`src/sv/shell_argument_tokenizer_unit_assert.svh`:
```
// ----------------------------------------------------------------------------
// Assertion macros for the shell argument tokenizer
// Same-cycle and next-cycle implication checks, empty under SYNTHESIS.
// ----------------------------------------------------------------------------
`ifndef SHELL_ARGUMENT_TOKENIZER_UNIT_ASSERT_SVH
`define SHELL_ARGUMENT_TOKENIZER_UNIT_ASSERT_SVH

`ifndef SYNTHESIS

// Check that cons holds in the same cycle as ante.
`define SATK_ASSERT_IMPL(label, clk, rst_n, ante, cons) \
    label: assert property (@(posedge clk) disable iff (!rst_n) (ante) |-> (cons)) \
        else $error("%m: same-cycle check failed");

// Check that cons holds in the cycle after ante.
`define SATK_ASSERT_NEXT(label, clk, rst_n, ante, cons) \
    label: assert property (@(posedge clk) disable iff (!rst_n) (ante) |=> (cons)) \
        else $error("%m: next-cycle check failed");

`else

`define SATK_ASSERT_IMPL(label, clk, rst_n, ante, cons)
`define SATK_ASSERT_NEXT(label, clk, rst_n, ante, cons)

`endif

`endif

```
`src/sv/satk_pkg.sv`:
```
// ----------------------------------------------------------------------------
// satk_pkg
// Types, byte constants and helpers shared by the tokenizer modules.
// ----------------------------------------------------------------------------
package satk_pkg;

    // Result kinds
    typedef enum logic [1:0] {
        KIND_BYTE    = 2'd0,
        KIND_END_ARG = 2'd1,
        KIND_DONE    = 2'd2,
        KIND_ERROR   = 2'd3
    } satk_kind_t;

    // Parser states; code 7 is unused and reads as between arguments
    typedef enum logic [2:0] {
        ST_IDLE    = 3'd0,
        ST_ARG     = 3'd1,
        ST_ARG_ESC = 3'd2,
        ST_SQ      = 3'd3,
        ST_SQ_ESC  = 3'd4,
        ST_DQ      = 3'd5,
        ST_DQ_ESC  = 3'd6
    } satk_state_t;

    localparam logic [7:0] CH_NUL = 8'h00;
    localparam logic [7:0] CH_BS  = 8'h08;
    localparam logic [7:0] CH_TAB = 8'h09;
    localparam logic [7:0] CH_CR  = 8'h0D;
    localparam logic [7:0] CH_SP  = 8'h20;
    localparam logic [7:0] CH_DQ  = 8'h22;
    localparam logic [7:0] CH_SQ  = 8'h27;
    localparam logic [7:0] CH_BSL = 8'h5C;

    // Result queue depth; must be at least 2
    localparam int SATK_FIFO_DEPTH = 4;

    typedef struct packed {
        satk_kind_t  kind;
        logic [7:0]  data;
        logic        last;
    } satk_result_t;

    // Results produced by one byte: count is 0, 1 or 2
    typedef struct packed {
        logic [1:0]   count;
        satk_result_t first;
        satk_result_t second;
    } satk_push_t;

    function automatic logic is_skip_space(input logic [7:0] c);
        return (c == CH_SP) || ((c >= CH_TAB) && (c <= CH_CR));
    endfunction

    function automatic logic is_terminator(input logic [7:0] c);
        return is_skip_space(c) || (c == CH_BS);
    endfunction

    // Translate a double-quote escape letter to its control byte
    function automatic logic [7:0] cook_escape(input logic [7:0] c);
        logic [7:0] r;
        unique case (c)
            8'h61:   r = 8'h07; // a
            8'h62:   r = 8'h08; // b
            8'h74:   r = 8'h09; // t
            8'h6E:   r = 8'h0A; // n
            8'h76:   r = 8'h0B; // v
            8'h66:   r = 8'h0C; // f
            8'h72:   r = 8'h0D; // r
            default: r = c;
        endcase
        return r;
    endfunction

    function automatic satk_result_t mk_result(input satk_kind_t k, input logic [7:0] d);
        satk_result_t r;
        r.kind = k;
        r.data = (k == KIND_BYTE) ? d : 8'h00;
        r.last = 1'b0;
        return r;
    endfunction

endpackage

```
`src/sv/satk_parser.sv`:
```
// ----------------------------------------------------------------------------
// satk_parser
// Parse state register and the per-byte decode into zero to two results.
// ----------------------------------------------------------------------------
module satk_parser
    import satk_pkg::*;
(
    input  logic        clk,
    input  logic        rst_n,
    input  logic        advance,
    input  logic [7:0]  char_byte,
    output satk_push_t  push
);

    satk_state_t state_reg;
    satk_state_t state_next;
    satk_state_t st_eff;
    logic        idle_like;
    logic [1:0]  n;
    satk_result_t r0;
    satk_result_t r1;

    always_ff @(posedge clk or negedge rst_n)
    begin
        if (!rst_n)
        begin
            state_reg <= ST_IDLE;
        end
        else if (advance)
        begin
            state_reg <= state_next;
        end
    end

    always_comb
    begin
        idle_like = !(state_reg == ST_ARG || state_reg == ST_ARG_ESC ||
                      state_reg == ST_SQ  || state_reg == ST_SQ_ESC  ||
                      state_reg == ST_DQ  || state_reg == ST_DQ_ESC);
        // A non-blank byte between arguments opens an argument
        if (idle_like && (char_byte != CH_NUL) && !is_skip_space(char_byte))
        begin
            st_eff = ST_ARG;
        end
        else if (idle_like)
        begin
            st_eff = ST_IDLE;
        end
        else
        begin
            st_eff = state_reg;
        end
    end

    always_comb
    begin
        n          = 2'd0;
        r0         = mk_result(KIND_BYTE, CH_NUL);
        r1         = mk_result(KIND_BYTE, CH_NUL);
        state_next = st_eff;
        unique case (st_eff)
            ST_ARG:
            begin
                if (char_byte == CH_NUL)
                begin
                    n = 2'd2;
                    r0 = mk_result(KIND_END_ARG, CH_NUL);
                    r1 = mk_result(KIND_DONE, CH_NUL);
                    state_next = ST_IDLE;
                end
                else if (char_byte == CH_BSL)
                begin
                    state_next = ST_ARG_ESC;
                end
                else if (char_byte == CH_SQ)
                begin
                    state_next = ST_SQ;
                end
                else if (char_byte == CH_DQ)
                begin
                    state_next = ST_DQ;
                end
                else if (is_terminator(char_byte))
                begin
                    n = 2'd1;
                    r0 = mk_result(KIND_END_ARG, CH_NUL);
                    state_next = ST_IDLE;
                end
                else
                begin
                    n = 2'd1;
                    r0 = mk_result(KIND_BYTE, char_byte);
                end
            end
            ST_ARG_ESC:
            begin
                if (char_byte == CH_NUL)
                begin
                    n = 2'd2;
                    r0 = mk_result(KIND_END_ARG, CH_NUL);
                    r1 = mk_result(KIND_DONE, CH_NUL);
                    state_next = ST_IDLE;
                end
                else
                begin
                    n = 2'd1;
                    r0 = mk_result(KIND_BYTE, char_byte);
                    state_next = ST_ARG;
                end
            end
            ST_SQ:
            begin
                if (char_byte == CH_NUL)
                begin
                    n = 2'd1;
                    r0 = mk_result(KIND_ERROR, CH_NUL);
                    state_next = ST_IDLE;
                end
                else if (char_byte == CH_SQ)
                begin
                    state_next = ST_ARG;
                end
                else if (char_byte == CH_BSL)
                begin
                    state_next = ST_SQ_ESC;
                end
                else
                begin
                    n = 2'd1;
                    r0 = mk_result(KIND_BYTE, char_byte);
                end
            end
            ST_SQ_ESC:
            begin
                if (char_byte == CH_NUL)
                begin
                    n = 2'd1;
                    r0 = mk_result(KIND_ERROR, CH_NUL);
                    state_next = ST_IDLE;
                end
                else if ((char_byte == CH_BSL) || (char_byte == CH_SQ))
                begin
                    n = 2'd1;
                    r0 = mk_result(KIND_BYTE, char_byte);
                    state_next = ST_SQ;
                end
                else
                begin
                    // unknown escape: keep the backslash too
                    n = 2'd2;
                    r0 = mk_result(KIND_BYTE, CH_BSL);
                    r1 = mk_result(KIND_BYTE, char_byte);
                    state_next = ST_SQ;
                end
            end
            ST_DQ:
            begin
                if (char_byte == CH_NUL)
                begin
                    n = 2'd1;
                    r0 = mk_result(KIND_ERROR, CH_NUL);
                    state_next = ST_IDLE;
                end
                else if (char_byte == CH_DQ)
                begin
                    state_next = ST_ARG;
                end
                else if (char_byte == CH_BSL)
                begin
                    state_next = ST_DQ_ESC;
                end
                else
                begin
                    n = 2'd1;
                    r0 = mk_result(KIND_BYTE, char_byte);
                end
            end
            ST_DQ_ESC:
            begin
                if (char_byte == CH_NUL)
                begin
                    n = 2'd1;
                    r0 = mk_result(KIND_ERROR, CH_NUL);
                    state_next = ST_IDLE;
                end
                else
                begin
                    n = 2'd1;
                    r0 = mk_result(KIND_BYTE, cook_escape(char_byte));
                    state_next = ST_DQ;
                end
            end
            default:
            begin
                // between arguments: end of string, or drop a blank
                if (char_byte == CH_NUL)
                begin
                    n = 2'd1;
                    r0 = mk_result(KIND_DONE, CH_NUL);
                end
                state_next = ST_IDLE;
            end
        endcase
        r0.last = (n == 2'd1);
        r1.last = 1'b1;
    end

    assign push.count  = n;
    assign push.first  = r0;
    assign push.second = r1;

endmodule

```
`src/sv/satk_result_fifo.sv`:
```
// ----------------------------------------------------------------------------
// satk_result_fifo
// Register queue that takes up to two results a cycle and hands out one.
// ----------------------------------------------------------------------------
module satk_result_fifo
    import satk_pkg::*;
#(
    parameter int DEPTH = SATK_FIFO_DEPTH
)
(
    input  logic                       clk,
    input  logic                       rst_n,
    input  logic                       push_en,
    input  satk_push_t                 push,
    input  logic                       pop,
    output logic                       room,
    output logic                       head_valid,
    output satk_result_t               head,
    output logic [$clog2(DEPTH+1)-1:0] fill_count
);

    localparam int PTR_W = (DEPTH > 1) ? $clog2(DEPTH) : 1;
    localparam int CNT_W = $clog2(DEPTH + 1);
    localparam logic [PTR_W-1:0] LAST_PTR   = PTR_W'(DEPTH - 1);
    localparam logic [CNT_W-1:0] ROOM_LIMIT = CNT_W'(DEPTH - 2);

    satk_result_t     mem_reg [DEPTH];
    logic [PTR_W-1:0] wr_ptr_reg;
    logic [PTR_W-1:0] wr_ptr_next;
    logic [PTR_W-1:0] wr_ptr_plus1;
    logic [PTR_W-1:0] wr_ptr_plus2;
    logic [PTR_W-1:0] rd_ptr_reg;
    logic [PTR_W-1:0] rd_ptr_next;
    logic [CNT_W-1:0] count_reg;
    logic [CNT_W-1:0] count_next;
    logic [1:0]       push_n;

    assign push_n = push_en ? push.count : 2'd0;

    always_comb
    begin
        wr_ptr_plus1 = (wr_ptr_reg == LAST_PTR) ? '0 : wr_ptr_reg + PTR_W'(1);
        wr_ptr_plus2 = (wr_ptr_plus1 == LAST_PTR) ? '0 : wr_ptr_plus1 + PTR_W'(1);
        unique case (push_n)
            2'd1:    wr_ptr_next = wr_ptr_plus1;
            2'd2:    wr_ptr_next = wr_ptr_plus2;
            default: wr_ptr_next = wr_ptr_reg;
        endcase
        if (pop)
        begin
            rd_ptr_next = (rd_ptr_reg == LAST_PTR) ? '0 : rd_ptr_reg + PTR_W'(1);
        end
        else
        begin
            rd_ptr_next = rd_ptr_reg;
        end
        count_next = count_reg + CNT_W'(push_n) - CNT_W'(pop);
    end

    always_ff @(posedge clk or negedge rst_n)
    begin
        if (!rst_n)
        begin
            wr_ptr_reg <= '0;
            rd_ptr_reg <= '0;
            count_reg  <= '0;
        end
        else
        begin
            wr_ptr_reg <= wr_ptr_next;
            rd_ptr_reg <= rd_ptr_next;
            count_reg  <= count_next;
        end
    end

    always_ff @(posedge clk)
    begin
        if (push_n != 2'd0)
        begin
            mem_reg[wr_ptr_reg] <= push.first;
        end
        if (push_n == 2'd2)
        begin
            mem_reg[wr_ptr_plus1] <= push.second;
        end
    end

    assign room       = (count_reg <= ROOM_LIMIT);
    assign head_valid = (count_reg != '0);
    assign head       = mem_reg[rd_ptr_reg];
    assign fill_count = count_reg;

endmodule

```
`src/sv/shell_argument_tokenizer_unit.sv`:
```
// ----------------------------------------------------------------------------
// shell_argument_tokenizer_unit
// Byte-stream shell argument splitter with quote and escape handling.
// ----------------------------------------------------------------------------
//
//   Channel | Handshake            | Payload
//   --------+----------------------+-------------------------------
//   input   | in_valid / in_stall  | char_in[7:0]
//   output  | out_valid / out_stall| kind[1:0], data[7:0], last
//
// One byte is taken per cycle while in_stall is low. A byte is held in the
// input register until the queue has room, is decoded against the parse
// state, and its zero, one or two results go into a small result queue; the
// first result is visible the cycle after. A byte that yields two results
// needs two pops, so input runs at one byte per cycle only while output drains.
// Input stall rises when the queue cannot take two more results.
// Reset returns the parser to "between arguments" and empties the queue.
//
// ----------------------------------------------------------------------------
`include "shell_argument_tokenizer_unit_assert.svh"

module shell_argument_tokenizer_unit
    import satk_pkg::*;
#(
    parameter int FIFO_DEPTH = SATK_FIFO_DEPTH
)
(
    input  logic       clk,
    input  logic       rst_n,
    // input transactions
    input  logic       in_valid,
    output logic       in_stall,
    input  logic [7:0] char_in,
    // result transactions
    output logic       out_valid,
    input  logic       out_stall,
    output logic [1:0] kind,
    output logic [7:0] data,
    output logic       last
);

    localparam int CNT_W = $clog2(FIFO_DEPTH + 1);
    localparam logic [CNT_W-1:0] ROOM_LIMIT = CNT_W'(FIFO_DEPTH - 2);

    logic             in_valid_reg;
    logic             in_valid_next;
    logic [7:0]       char_reg;
    logic             accept;
    logic             advance;
    logic             room;
    logic             pop;
    satk_push_t       push;
    satk_result_t     head;
    logic [CNT_W-1:0] fill_count;

    // Advance the held byte once the queue has space for its worst case.
    assign advance  = in_valid_reg && room;
    assign in_stall = in_valid_reg && !room;
    assign accept   = in_valid && !in_stall;

    always_comb
    begin
        if (accept)
        begin
            in_valid_next = 1'b1;
        end
        else if (advance)
        begin
            in_valid_next = 1'b0;
        end
        else
        begin
            in_valid_next = in_valid_reg;
        end
    end

    always_ff @(posedge clk or negedge rst_n)
    begin
        if (!rst_n)
        begin
            in_valid_reg <= 1'b0;
        end
        else
        begin
            in_valid_reg <= in_valid_next;
        end
    end

    // Hold the byte while stalled; load a new one on each accepted transaction.
    always_ff @(posedge clk)
    begin
        if (accept)
        begin
            char_reg <= char_in;
        end
    end

    satk_parser u_parser
    (
        .clk       (clk),
        .rst_n     (rst_n),
        .advance   (advance),
        .char_byte (char_reg),
        .push      (push)
    );

    satk_result_fifo #(
        .DEPTH (FIFO_DEPTH)
    ) u_result_fifo
    (
        .clk        (clk),
        .rst_n      (rst_n),
        .push_en    (advance),
        .push       (push),
        .pop        (pop),
        .room       (room),
        .head_valid (out_valid),
        .head       (head),
        .fill_count (fill_count)
    );

    // Drop the head result once the receiver takes it.
    assign pop  = out_valid && !out_stall;
    assign kind = head.kind;
    assign data = head.data;
    assign last = head.last;

    // A byte only moves on when the queue can absorb two results.
    `SATK_ASSERT_IMPL(a_room_on_advance, clk, rst_n, advance, fill_count <= ROOM_LIMIT)
    // Non-byte results carry zero data.
    `SATK_ASSERT_IMPL(a_zero_data, clk, rst_n, out_valid && (kind != KIND_BYTE), data == 8'h00)
    // An accepted input transaction is held in the input register next cycle.
    `SATK_ASSERT_NEXT(a_accept_loads, clk, rst_n, accept, in_valid_reg)

endmodule
```
`config.mk`:
```
export PLATFORM = sky130hd
export DESIGN_NAME = shell_argument_tokenizer_unit
export DESIGN_NICKNAME = d
export VERILOG_FILES = /design/src/sv/satk_pkg.sv /design/src/sv/satk_parser.sv /design/src/sv/satk_result_fifo.sv /design/src/sv/shell_argument_tokenizer_unit.sv
export VERILOG_INCLUDE_DIRS = /design/src /design/src/sv
export SDC_FILE = /design/constraint.sdc
export NUM_CORES = 1
export LEC_CHECK = 0
export ABC_CLOCK_PERIOD_IN_PS = 4100
export BUFFER_PORTS_ARGS = -buffer_cell sky130_fd_sc_hd__buf_4
export CAP_MARGIN = 20
export CELL_PAD_IN_SITES_DETAIL_PLACEMENT = 1
export CELL_PAD_IN_SITES_GLOBAL_PLACEMENT = 1
export CORE_MARGIN = 2
export CORE_UTILIZATION = 45
export CTS_CLUSTER_SIZE = 30
export DETAILED_ROUTE_END_ITERATION = 7
export PLACE_DENSITY = 0.75
export RECOVER_POWER = 50
export SLEW_MARGIN = 40
export SYNTH_ARGS = -nofsm -noshare
export SYNTH_HDL_FRONTEND = slang
export SYNTH_SLANG_ARGS = --single-unit
export TNS_END_PERCENT = 30
```
`constraint.sdc`:
```
create_clock -name clk -period 4.1 [get_ports clk]
set_clock_uncertainty 0.2 [all_clocks]
set_input_delay 0.82 -clock clk [delete_from_list [all_inputs] [get_ports clk]]
set_output_delay 0.82 -clock clk [all_outputs]
set_load 0.05 [all_outputs]
```
Yosys cells after proc, flatten, opt, wreduce, memory -nomap -nowiden

Memories as Yosys holds them, arrays and structs flattened.
Index checks and enable logic that the tools add are counted.

Register bits after elaboration: 19
Memory bits (writable): 44
Bits of input ports: 12
Output and inout port bits: 13
Logic and storage cells: 134
Memories: 1

Add/subtract/negate cells: 5
$lt $le $gt $ge: 3
Equal/unequal tests: 30
Multiplexer cells: 62
Reductions and logical operators: 27

Memories:

| name                  | depth | bits a word | rd ports | clocked after memory_dff | write ports | line                   | source |
|---|---|---|---|---|---|---|---|
| u_result_fifo.mem_reg | 4     | 11          | 1        | 0                        | 2           | satk_result_fifo.sv:27 | `satk_result_t mem_reg [DEPTH];` |

Operators by type and width:

| operator                                            | count |
|---|---|
| two-way mux 11 bit                                  | 11 |
| case mux 11 bit (6 select lines)                    | 1 |
| == test 8 x 7 -> 1 bit, second input constant       | 8 |
| case mux 8 bit (7 select lines)                     | 1 |
| two-way mux 3 bit                                   | 14 |
| two-way mux 9 bit                                   | 4 |
| two-way mux 2 bit                                   | 15 |
| == test 8 x 6 -> 1 bit, second input constant       | 3 |
| case mux 11 bit (2 select lines)                    | 1 |
| two-way mux 10 bit                                  | 2 |
| == test 3 bit, second input constant                | 6 |
| case mux 3 bit (6 select lines)                     | 1 |
| == test 3 x 2 -> 1 bit, second input constant       | 4 |
| case mux 2 bit (6 select lines)                     | 1 |
| two-way mux 1 bit                                   | 10 |
| == test 2 bit, second input constant                | 4 |
| == test 8 x 4 -> 1 bit, second input constant       | 1 |
| >= comparator 8 x 4 -> 1 bit, second input constant | 1 |
| <= comparator 8 x 4 -> 1 bit, second input constant | 1 |
| logical NOT 8 bit                                   | 1 |
| logical OR 1 bit                                    | 8 |
| nonzero test 8 bit                                  | 1 |
| logical AND 1 bit                                   | 7 |
| adder 2 x 1 -> 2 bit, second input constant         | 3 |
| other kinds (10)                                    | 18 |

Longest topological paths before layout

Gate-level depths: netlist (run 1).

Word-level depth: 16
Mapped depth: 15
Depth with buffers taken out: 12

Modules after synthesis

A second synthesis (run 1) with hierarchy kept.

Cell total of the unflattened synthesis: 352
Area, all modules: 4,170.2 um^2

By module, submodules not included:

| module                        | instances | cells an instance | area each (um^2) | seq. area each (um^2) |
|---|---|---|---|---|
| satk_result_fifo              | 1         | 157               | 2,758.9          | 1,496.4 |
| satk_parser                   | 1         | 180               | 1,101.1          | 75.1 |
| shell_argument_tokenizer_unit | 1         | 15                | 310.3            | 265.3 |

Worst setup path before layout (run 1)

OpenSTA, ideal clock, no wires.

Kind: reg2reg
Start: reg char_reg[1]
End: mem u_result_fifo.mem_reg[3][10] in the netlist's numbering, enable pin
Setup time: 0.312 ns
Arrival time: 2.863 ns
Data required time: 3.588 ns
Slack: 0.726 ns
Cell stages (with the launch flop): 12
Buffers on the path: 2
Clock period less this slack: 3.374 ns
Cell sequence: edfxtp_1 or2_2 a211oi_2 a21oi_1 or3_1 a31oi_2 buf_4 inv_1 ha_1 nand2_1 clkbuf_1 nand2_1

RTL lines:

| element                  | line                                | source |
|---|---|---|
| start: declaration       | shell_argument_tokenizer_unit.sv:47 | `logic [7:0] char_reg;` |
| start signal: assignment | shell_argument_tokenizer_unit.sv:94 | `char_reg <= char_in;` |
| end: declaration         | satk_result_fifo.sv:27              |  |

==> reports/qor.txt, run 1 <==
Avg Cell Area, Syn: 10.10 um^2
post-layout worst setup margin: 0.2424 ns
crit-path max cell delay: 0.64 ns
syn nets: 425
cts repair resizes: 0
Clk pwr share: 16.6%
GRT Overall Usage: 24.24%
RSZ-0062 raised after global routing: false
Final setup viols: 0
FF+latch count, synth: 63
post-synthesis mux area share: 7.678%
worst reg2reg path depth: 9
Seq pwr share: 33.2%
Startpoint Class: register
Final Power: 3.223 mW
Setup CP Type: register to register
first-pass GRT wire length: 18,750 um
clock slew at reported path FFs: 0.08 ns
max reg flops: 44
TNS Setup: 0 ns
Sw Pwr: 1.514 mW
reg-to-reg critical path endpoint: u_result_fifo.mem_reg[3][10]
most used cell, CP: nand2_1
Post-synth EDFFs: 44
Pint: 1.709 mW
Cell variety after synth: 73
post-synthesis adder-cell area fraction: 4.211%
dominant cells by area after synthesis: edfxtp_1 (33%), dfrtp_1 (6.8%), mux4_2 (6.1%)
Max Buffers Root-to-Sink: 2
Layout Nets: 451
DRC viols: 0
Slew Limit Fails: 0
total core area: 0.008721 mm^2
Arrival @ worst endpoint: 3.64 ns
Critical Path Start: char_reg[1]
combinational share of power: 50.3%
Critical Path End Type: register
worst rel slew slack: 41.87%
layout cells sized above 1: 16.47%
switching share of power: 46.97%
Initial Util: 46.34%
Post-synth ARST share: 17.46%
max frequency: 259.2 MHz
largest net degree at the start of global routing: 21
worst path cell trace: or2_2 -> a211o_1 -> a22oi_1 -> o2111ai_1 -> nand2_2 -> ha_1 -> nand2_1 -> buf_4 -> nand2_1
total gr overflow: 0
DP Wirelength: 8623 um
WP data required: 3.88 ns
Area growth syn-to-layout: 11.08%
Clk Tree Root Cell: clkbuf_8
Peak supply drop: 0.2826 mV
MaxCap Viol Count: 0
DR vias/cell: 6.380
standard-cell rows: 34
Synth Area in Compound Gates: 20.71%
vias post-DR: 3,439
CP max stage cell: edfxtp_1
Hold Path Stages: 2
min cycle time layout: 3.858 ns
Leak: 1.578 nW
CP endpoint: u_result_fifo.mem_reg[3][10]
CTS Sinks: 63
register-to-register setup slack: 0.24 ns
number of global-route vias before repair: 3,535
simple-gate portion of the synthesized area: 18.42%
Syn Std Cell Area: 0.004041 mm^2
post-placement setup slack: 0.3113 ns
Starting DRT DRC Count: 213
htree depth: 3
Post-synth top flop: edfxtp_1
status: complete, no violations
Critical Path Fanout Max: 16
TritonCTS buffer count: 9
P per Cell Area: 717.9 mW/mm^2
RR Startpoint: char_reg[1]
Fin. Hold Viols: 0
area leader, netlist: edfxtp_1
Die W: 98.77 um
post-route ant nets: 0
total wire length: 11,490 um
initial antenna violation count: 0
largest family of logic cells by synthesized area: compound AO/OA/AOI/OAI gates
hold path startpoint: u_result_fifo.mem_reg[2][9]
Final Cycle Share: 94.09%
DIE HEIGHT: 98.77 um
Seq/Total Area, Yosys: 43.47%
synth warn: 0
die area: 0.009755 mm^2
ant diodes: 0
Worst-Skew Late Latency: 0.34 ns
worst-margin pin slew: 0.8646 ns
Ports: 25
Hold Crit Class: register to register
Yosys top cell area share: 32.69%
CTS tree: yes
Routability Congestion: 0.9046
post-synthesis xor/xnor area fraction: 1.300%
Mapped Cells: 400
Detailed Routing Iterations Pass 1: 5
port buffer count: 24
average wire per standard cell: 21.31 um
[cell usage after synthesis, types with 3 or more instances]
cell and number:
o22a_1 4, nand2_1 44, clkbuf_1 10, o31ai_1 6, a22oi_1 4, buf_4 3, dfrtp_1 11, mux4_2 11
or3_1 7, o21ai_1 4, mux2i_1 4, buf_1 3, and3_1 3, o211ai_1 3, nor3_1 3, nand2b_1 6
o21ai_0 18, buf_2 7, inv_1 14, ha_1 12, a31oi_1 5, xnor2_1 4, nor2_1 25, nand3_1 13
nor2b_1 10, nand4_1 4, a21oi_1 21, dfxtp_1 8, o22ai_1 31, and2_1 5, edfxtp_1 44
[cells by family after synthesis]
family / Yosys count
compound gates: 123
simple gates: 140
fa+ha+maj: 13
flops: 63
buf+inv: 38
mux: 17
xor+xnor: 6
[cells in the final DEF, fill, tap and decap left out, types with 3 or more instances in the layout]
cell type,count
clkinv_2,3
nand2b_1,6
mux4_2,11
nor2b_1,10
or3_1,7
dfrtp_1,11
o22a_1,4
o21ai_0,21
and2_1,4
nand2_1,44
a31oi_1,5
buf_4,17
nand3_1,13
o22ai_1,31
and3_1,3
nand4_1,4
clkbuf_4,8
clkbuf_1,15
mux2i_1,4
ha_1,12
a22oi_1,4
o211ai_1,3
edfxtp_1,44
nor3_1,3
xnor2_1,4
dfxtp_1,8
clkbuf_8,9
inv_1,14
a21oi_1,20
nor2_1,26
o31ai_1,6
[final cells by class]
| type | count | area (um^2) |
|---|---|---|
| clock buffer | 10 | 127.6 |
| tap | 108 | 135.1 |
| inverter | 14 | 52.55 |
| fill | 979 | 4232 |
| clock inverter | 6 | 61.31 |
| timing repair buffer | 39 | 240.2 |
| sequential | 63 | 1757 |
| multi-input combinational | 299 | 2116 |
[worst min-delay path by stage]
| stage | end | slack (ns) |
|---|---|---|
| after floorplan | u_result_fifo.mem_reg[2][9] | 0.23 |
| after global placement | u_result_fifo.mem_reg[2][9] | 0.26 |
| after detailed placement | u_result_fifo.mem_reg[2][9] | 0.26 |
| after CTS | u_result_fifo.rd_ptr_reg[0] | 0.1 |
| after global routing | u_result_fifo.mem_reg[3][9] | 0.30 |
| final | u_result_fifo.mem_reg[2][9] | 0.26 |
[stage by stage]
stage / hold slack [ns] / cells / util (%) / instance area [um^2]
final: 0.2637 / 539 / 51.48 / 4489
after global routing: 0.3010 / 539 / 51.48 / 4489
after CTS: 0.09886 / 536 / 51.85 / 4522
after detailed placement: 0.2551 / 520 / 49.68 / 4333
after global placement: 0.2563 / 520 / 49.64 / 4329
after floorplan: 0.2308 / 400 / - / 4041
[critical path: cells and delay by family, from the launching register on]
| kind | cells | cell delay [ns] |
|---|---|---|
| buf+inv | 1 | 0.21 |
| flops | 1 | 0.64 |
| compound gates | 3 | 0.90 |
| fa+ha+maj | 1 | 0.28 |
| simple gates | 4 | 1.24 |
[per-layer routing]
layer / part of all wire (%) / track usage [%]
met3: 5.3 / 4.610
met1: 44 / 32.45
met4: 1.6 / 5.796
met5: 0 / 0
met2: 49 / 40.85
[power by group through the flow]
| stage | registers (mW) | logic (mW) | clock network (mW) |
|---|---|---|---|
| final | 1.07 | 1.62 | 0.534 |
| after global routing | 1.10 | 1.75 | 0.564 |
| after CTS | 1.08 | 1.68 | 0.536 |
| after detailed placement | 1.09 | 1.67 | 0 |
| after global placement | 1.08 | 1.61 | 0 |
| after floorplan | 0.964 | 1.32 | 0 |
[repair_timing]
item,CTS,global route
endpoints found under the hold margin,0,0
setup buffers,0,3
hold buffers,0,0
setup endpoints to repair,0,4
No activity file was read; power rests on OpenSTA's default activity.
==> inputs of run 2 (changes only) <==
PLACE_DENSITY = 0.73   (was 0.75)
SYNTH_HIERARCHICAL = 1   (was not set)
==> run 2 against run 1 <==
Against the previous run:
- critical path depth rose by 2
- routed wire length fell by 14%
- non-clock buffer count did not move
- largest power group unchanged
- first-iteration DRC count fell by 53%
- sequential cell count did not move
- highest routed layer unchanged
- power rose by 2.7%
- worst hold slack improved by 0.027 ns
- maximum frequency fell by 0.81%
- clock power fell by 1%
==> reports/qor.txt, run 2 <==
status: complete, no violations
reg-to-reg critical path endpoint: u_result_fifo/mem_reg[1][10]
Post-synth top flop: edfxtp_1
total wire length: 9852 um (-14%)
DRC viols: 0 (unchanged)
Sw Pwr: 1.402 mW (-7.4%)
Critical Path Fanout Max: 12 (-4)
initial antenna violation count: 0 (unchanged)
Area growth syn-to-layout: 9.451%
Seq pwr share: 33.7% (+0.5 points)
Max Buffers Root-to-Sink: 2 (unchanged)
Seq/Total Area, Yosys: 44.04% (+0.58 points)
Peak supply drop: 0.3244 mV (+15%)
WP data required: 3.98 ns (+0.10 ns)
MaxCap Viol Count: 0 (unchanged)
CP max stage cell: or4_4
vias post-DR: 2,892 (-16%)
Post-synth ARST share: 17.46% (unchanged)
Post-CTS Hold Fix Bufs: 0 (unchanged)
Worst-Skew Late Latency: 0.33 ns (about the same)
port buffer count: 24 (unchanged)
Setup CP Type: register to register
Mapped Cells: 352 (-12%)
worst reg2reg path depth: 11 (+2)
Hold Crit Class: primary input to asynchronous set/reset pin
Yosys top cell area share: 37.44% (+4.8 points)
worst rel slew slack: 49.86% (+8.0 points)
first-pass GRT wire length: 16,300 um (-13%)
GRT Overall Usage: 21.13% (-3.1 points)
Critical Path End Type: register
min cycle time layout: 3.889 ns (+0.03140 ns)
max frequency: 257.1 MHz (-0.81%)
Post-synth EDFFs: 52 (+18%)
clock slew at reported path FFs: 0.07 ns (about the same)
CTS tree: yes
CTS Sinks: 63 (unchanged)
DIE HEIGHT: 100.3 um (+1.5%)
area leader, netlist: edfxtp_1
DR vias/cell: 5.842 (-8.4%)
Layout Nets: 400 (-11%)
most common cell after layout, fill and taps aside: edfxtp_1
Arrival @ worst endpoint: 3.77 ns (+0.13 ns)
TNS Setup: 0 ns (unchanged)
ant diodes: 0 (unchanged)
Avg Cell Area, Syn: 11.85 um^2 (+17%)
total gr overflow: 0 (unchanged)
Cell variety after synth: 60 (-18%)
post-CTS setup buffers: 0 (unchanged)
Syn Std Cell Area: 0.004170 mm^2 (+3.2%)
htree depth: 3 (unchanged)
register-to-register setup slack: 0.21 ns (-0.03 ns)
FF+latch count, synth: 63 (unchanged)
Clk Tree Root Cell: clkbuf_8
Pint: 1.907 mW (+12%)
largest net degree at the start of global routing: 21 (unchanged)
RSZ-0062 raised after global routing: false
crit-path max cell delay: 0.58 ns (-0.06 ns)
max reg flops: 44 (unchanged)
Final Cycle Share: 94.85% (+0.77 points)
Detailed Routing Iterations Pass 1: 4 (-1)
number of global-route vias before repair: 3,019 (-15%)
Leak: 1.804 nW (+14%)
switching share of power: 42.37% (-4.6 points)
synth warn: 6 (+6)
combinational share of power: 50.3% (about the same)
Starting DRT DRC Count: 101 (-53%)
most frequent cell after synthesis: edfxtp_1
P per Cell Area: 724.9 mW/mm^2 (+0.97%)
total core area: 0.009109 mm^2 (+4.4%)
worst path cell trace: or4_4 -> o311a_4 -> o21ai_2 -> o31a_1 -> a21oi_1 -> or2_2 -> nand2_1 -> inv_1 -> ha_1 -> nand2_2 -> mux2_2
syn nets: 373 (-12%)
Final setup viols: 0 (unchanged)
Startpoint Class: register
standard-cell rows: 35 (+2.9%)
post-route ant nets: 0 (unchanged)
most frequent cells in the layout: edfxtp_1 (52), nand2_1 (31), mux2_4 (29)
Post-synth top cells: edfxtp_1 (52), mux2_4 (36), nand2_1 (31), nor2_1 (20), o21ai_0 (17)
Slew Limit Fails: 0 (unchanged)
Ports: 25 (unchanged)
cts repair resizes: 0 (unchanged)
layout cells sized above 1: 26.82% (+10 points)
Fin. Hold Viols: 0 (unchanged)
Routability Congestion: 0.8290 (-8.4%)
Initial Util: 45.78% (-0.56 points)
average wire per standard cell: 19.90 um (-6.6%)
DP Wirelength: 7421 um (-14%)
die area: 0.01005 mm^2 (+3.1%)
Clk pwr share: 16.0% (-0.6 points)
TritonCTS buffer count: 9 (unchanged)
dominant cells by area after synthesis: edfxtp_1 (37%), mux2_4 (13%), dfrtp_1 (6.6%)
RR Startpoint: char_reg[1]
Final Core Density: 50.11% (-1.4 points)
Die W: 100.3 um (+1.5%)
worst-margin pin slew: 0.7521 ns (-0.1125 ns)
[run 2: cell types whose count changed after synthesis, sizes merged, moves of 5 or more]
cell | before | now
mux2 | 2 | 46
dfxtp | 8 | 0
nand3 | 13 | 5
nand2 | 45 | 35
nor3 | 4 | 9
nor2 | 26 | 20
a21oi | 22 | 16
edfxtp | 44 | 52
o22ai | 31 | 2
[run 2: critical path: cells and delay by family, from the launching register on]
kind	cells	cell delay (ns)
AO/OA/AOI/OAI	4	0.75
buffers and inverters	1	0.05
adder cells (fa/ha/maj)	1	0.29
multiplexers	1	0.43
flip-flops	1	0.55
AND/OR/NAND/NOR	4	1.38
[run 2: area by class of cell]
cell class	instances	area, um^2
clock buffer	10	127.6
inverter	10	37.54
tap	111	138.9
fill	983	4544
multi-input combinational	256	2125
timing repair buffer	39	237.7
sequential	63	1837
clock inverter	6	61.31
[run 2: power by group through the flow]
stage	sequential (mW)	combinational, mW	clock [mW]
floorplan	1.03	1.43	0
global placement	1.12	1.73	0
detailed placement	1.13	1.77	0
CTS	1.12	1.78	0.548
global route	1.15	1.81	0.571
finish	1.12	1.66	0.528
[run 2: layer usage]
layer  vias up  routed length (um)  global-route usage, %
li1       1373                   -                      -
met4         0                  97                  5.901
met1      1467                4627                  29.00
met3         7                 249                  3.552
met5         -                   0                      0
met2        45                4877                  34.69
[run 2: cell families after synthesis]
family                   share of synthesized area, %
adder cells (fa/ha/maj)                         2.880
AO/OA/AOI/OAI                                   11.25
flip-flops                                      44.04
multiplexers                                    21.60
AND/OR/NAND/NOR                                 14.91
other                                          0.1801
XOR/XNOR                                       0.8400
buffers and inverters                           4.290
[run 2: worst max path at each step]
stage / startpoint / end / slack [ns] / depth (start not counted)
after floorplan: char_reg[2] / u_result_fifo/mem_reg[0][1] / 0.75 / 13
after global placement: char_reg[3] / u_result_fifo/mem_reg[0][10] / 0.33 / 11
after detailed placement: char_reg[3] / u_result_fifo/mem_reg[1][10] / 0.24 / 11
after CTS: char_reg[3] / u_result_fifo/mem_reg[1][10] / 0.22 / 11
after global routing: char_reg[1] / u_result_fifo/mem_reg[0][10] / 0.03 / 11
final: char_reg[1] / u_result_fifo/mem_reg[1][10] / 0.21 / 11
[run 2: stage by stage]
step	hold slack (ns)	instance area (um^2)	worst slack [ns]	std cells	total power, mW
2_1_floorplan	0.2924	4170	0.7546	352	2.457
3_3_place_gp	0.3211	4461	0.3269	479	2.857
3_5_place_dp	0.3327	4461	0.2377	479	2.905
4_1_cts	0.09741	4649	0.2150	495	3.450
5_1_grt	0.3182	4564	0.03329	495	3.525
6_report	0.2904	4564	0.2110	495	3.309
==> inputs of run 3 (changes only) <==
REMOVE_ABC_BUFFERS = 1   (was not set)
==> run 3 against run 2 <==
Against the previous run:
- sequential share of layout area is 0.077 points lower
- global-route usage about the same
- critical path type unchanged
- clock-buffer cell count did not move
- via count decreased by 0.55%
- largest power group unchanged
- power hardly changed
==> reports/qor.txt, run 3 (synthesis gave the netlist of run 2 again) <==
Arrival @ worst endpoint: 3.76 ns (about the same)
Slew Limit Fails: 0 (unchanged)
Peak supply drop: 0.3889 mV (+20%)
total wire length: 9906 um (+0.55%)
GRT Overall Usage: 21.16% (+0.030 points)
average wire per standard cell: 19.97 um (+0.35%)
Placed Area: 0.004493 mm^2 (+0.73%)
worst rel slew slack: 46.42% (-3.4 points)
Initial Util: 45.78% (unchanged)
TNS Setup: 0 ns (unchanged)
max reg flops: 44 (unchanged)
Pint: 1.894 mW (-0.64%)
DP Wirelength: 7488 um (+0.91%)
Final setup viols: 0 (unchanged)
largest net degree at the start of global routing: 21 (unchanged)
ant diodes: 0 (unchanged)
cts repair resizes: 0 (unchanged)
max frequency: 259.0 MHz (+0.72%)
Layout Nets: 401 (+0.25%)
initial antenna violation count: 0 (unchanged)
Critical Path Fanout Max: 15 (+3)
Fin. Hold Viols: 0 (unchanged)
Finished Cell Area: 0.004573 mm^2 (+0.19%)
combinational share of power: 50.0% (-0.3 points)
post-route ant nets: 0 (unchanged)
Clk pwr share: 16.3% (+0.3 points)
hold slack: 0.2807 ns (-0.009692 ns)
Final Power: 3.308 mW (about the same)
vias post-DR: 2,876 (-0.55%)
CP bufs+invs: 2 (+1)
Final Cycle Share: 94.18% (-0.68 points)
Ports: 25 (unchanged)
layout cells sized above 1: 26.23% (-0.59 points)
DR vias/cell: 5.798 (-0.75%)
most common cell after layout, fill and taps aside: edfxtp_1
htree depth: 3 (unchanged)
clock slew at reported path FFs: 0.08 ns (about the same)
min cycle time layout: 3.861 ns (-0.02774 ns)
post-CTS setup buffers: 0 (unchanged)
Startpoint Class: register
DRC viols: 0 (unchanged)
worst path cell trace: or4bb_1 -> o311a_4 -> o21ai_2 -> o31a_1 -> a21oi_1 -> or2_2 -> nand2_1 -> inv_1 -> ha_1 -> nand2_2 -> clkbuf_4 -> mux2_2
fill count: 986 (+0.31%)
Final Core Density: 50.21% (+0.096 points)
total core area: 0.009109 mm^2 (unchanged)
Hold Crit Class: primary input to asynchronous set/reset pin
Sw Pwr: 1.414 mW (+0.85%)
port buffer count: 24 (unchanged)
Leak: 1.804 nW (unchanged)
register-to-register setup slack: 0.24 ns (+0.03 ns)
most frequent cells in the layout: edfxtp_1 (52), nand2_1 (32), mux2_4 (28)
CP max stage cell: or4bb_1
Clk Tree Root Cell: clkbuf_8
RSZ-0062 raised after global routing: false
Critical Path End Type: register
P per Cell Area: 723.4 mW/mm^2 (-0.20%)
standard-cell rows: 35 (unchanged)
Seq pwr share: 33.7% (about the same)
switching share of power: 42.74% (+0.36 points)
number of global-route vias before repair: 3,039 (+0.66%)
WP data required: 4.00 ns (+0.02 ns)
Area growth syn-to-layout: 9.661%
CTS Sinks: 63 (unchanged)
Detailed Routing Iterations Pass 1: 4 (unchanged)
Setup CP Type: register to register
status: complete, no violations
die area: 0.01005 mm^2 (unchanged)
Post-CTS Hold Fix Bufs: 0 (unchanged)
Worst-Skew Late Latency: 0.35 ns (+0.02 ns)
MaxCap Viol Count: 0 (unchanged)
crit-path max cell delay: 0.60 ns (+0.02 ns)
DIE HEIGHT: 100.3 um (unchanged)
Multi-input gate area: 0.002107 mm^2 (-0.82%)
total gr overflow: 0 (unchanged)
RR Startpoint: char_reg[5]
Die W: 100.3 um (unchanged)
Max Buffers Root-to-Sink: 2 (unchanged)
Starting DRT DRC Count: 126 (+25%)
first-pass GRT wire length: 16,240 um (-0.34%)
delay-heaviest family, CP: simple AND/OR/NAND/NOR gates
FF/Latch Area: 0.001837 mm^2 (unchanged)
Routability Congestion: 0.8591 (+3.6%)
CTS tree: yes
Critical Path Start: char_reg[5]
worst-margin pin slew: 0.8037 ns (+0.05159 ns)
TritonCTS buffer count: 9 (unchanged)
-- run 3: power by group through the flow --
stage / Combinational [mW] / Sequential [mW] / Clock [mW]
finish: 1.66 / 1.11 / 0.539
global route: 1.79 / 1.14 / 0.582
CTS: 1.79 / 1.12 / 0.553
detailed placement: 1.78 / 1.14 / 0
global placement: 1.72 / 1.11 / 0
floorplan: 1.30 / 1.11 / 0
-- run 3: worst register-to-register path, delay by kind of cell (launching register included) --
kind / cells / cell delay, ns
AO/OA/AOI/OAI: 4 / 0.69
buffers and inverters: 2 / 0.31
AND/OR/NAND/NOR: 4 / 1.18
multiplexers: 1 / 0.37
flip-flops: 1 / 0.58
adder cells (fa/ha/maj): 1 / 0.29
-- run 3: stage by stage --
stage	setup WS, ns	std cells
global placement	0.4251	480
global route	0.03454	496
floorplan	0.5843	329
CTS	0.2423	496
detailed placement	0.2733	480
finish	0.2387	496
-- run 3: per-layer routing --
layer	wire (um)	track usage, %
met5	0	0
met4	138	5.585
met3	362	4.805
met2	4832	34.80
met1	4573	28.35
-- run 3: final timing paths --
check                                               end  depth (start not counted)
setup / recovery           u_result_fifo/mem_reg[0][10]                         12
max in group asynchronous   u_result_fifo/wr_ptr_reg[1]                          1
setup reg to reg           u_result_fifo/mem_reg[0][10]                         12
min in group clk                           in_valid_reg                          2
hold reg to reg                            in_valid_reg                          2
hold / removal              u_result_fifo/wr_ptr_reg[0]                          1
-- run 3: final cells by class --
class	instances	area share, %
inverters	10	0.8208
multi-input cells	256	46.07
clock buffers	10	2.791
well taps	111	3.037
flip-flops and latches	63	40.16
repair buffers	40	5.773
clock inverters	6	1.341
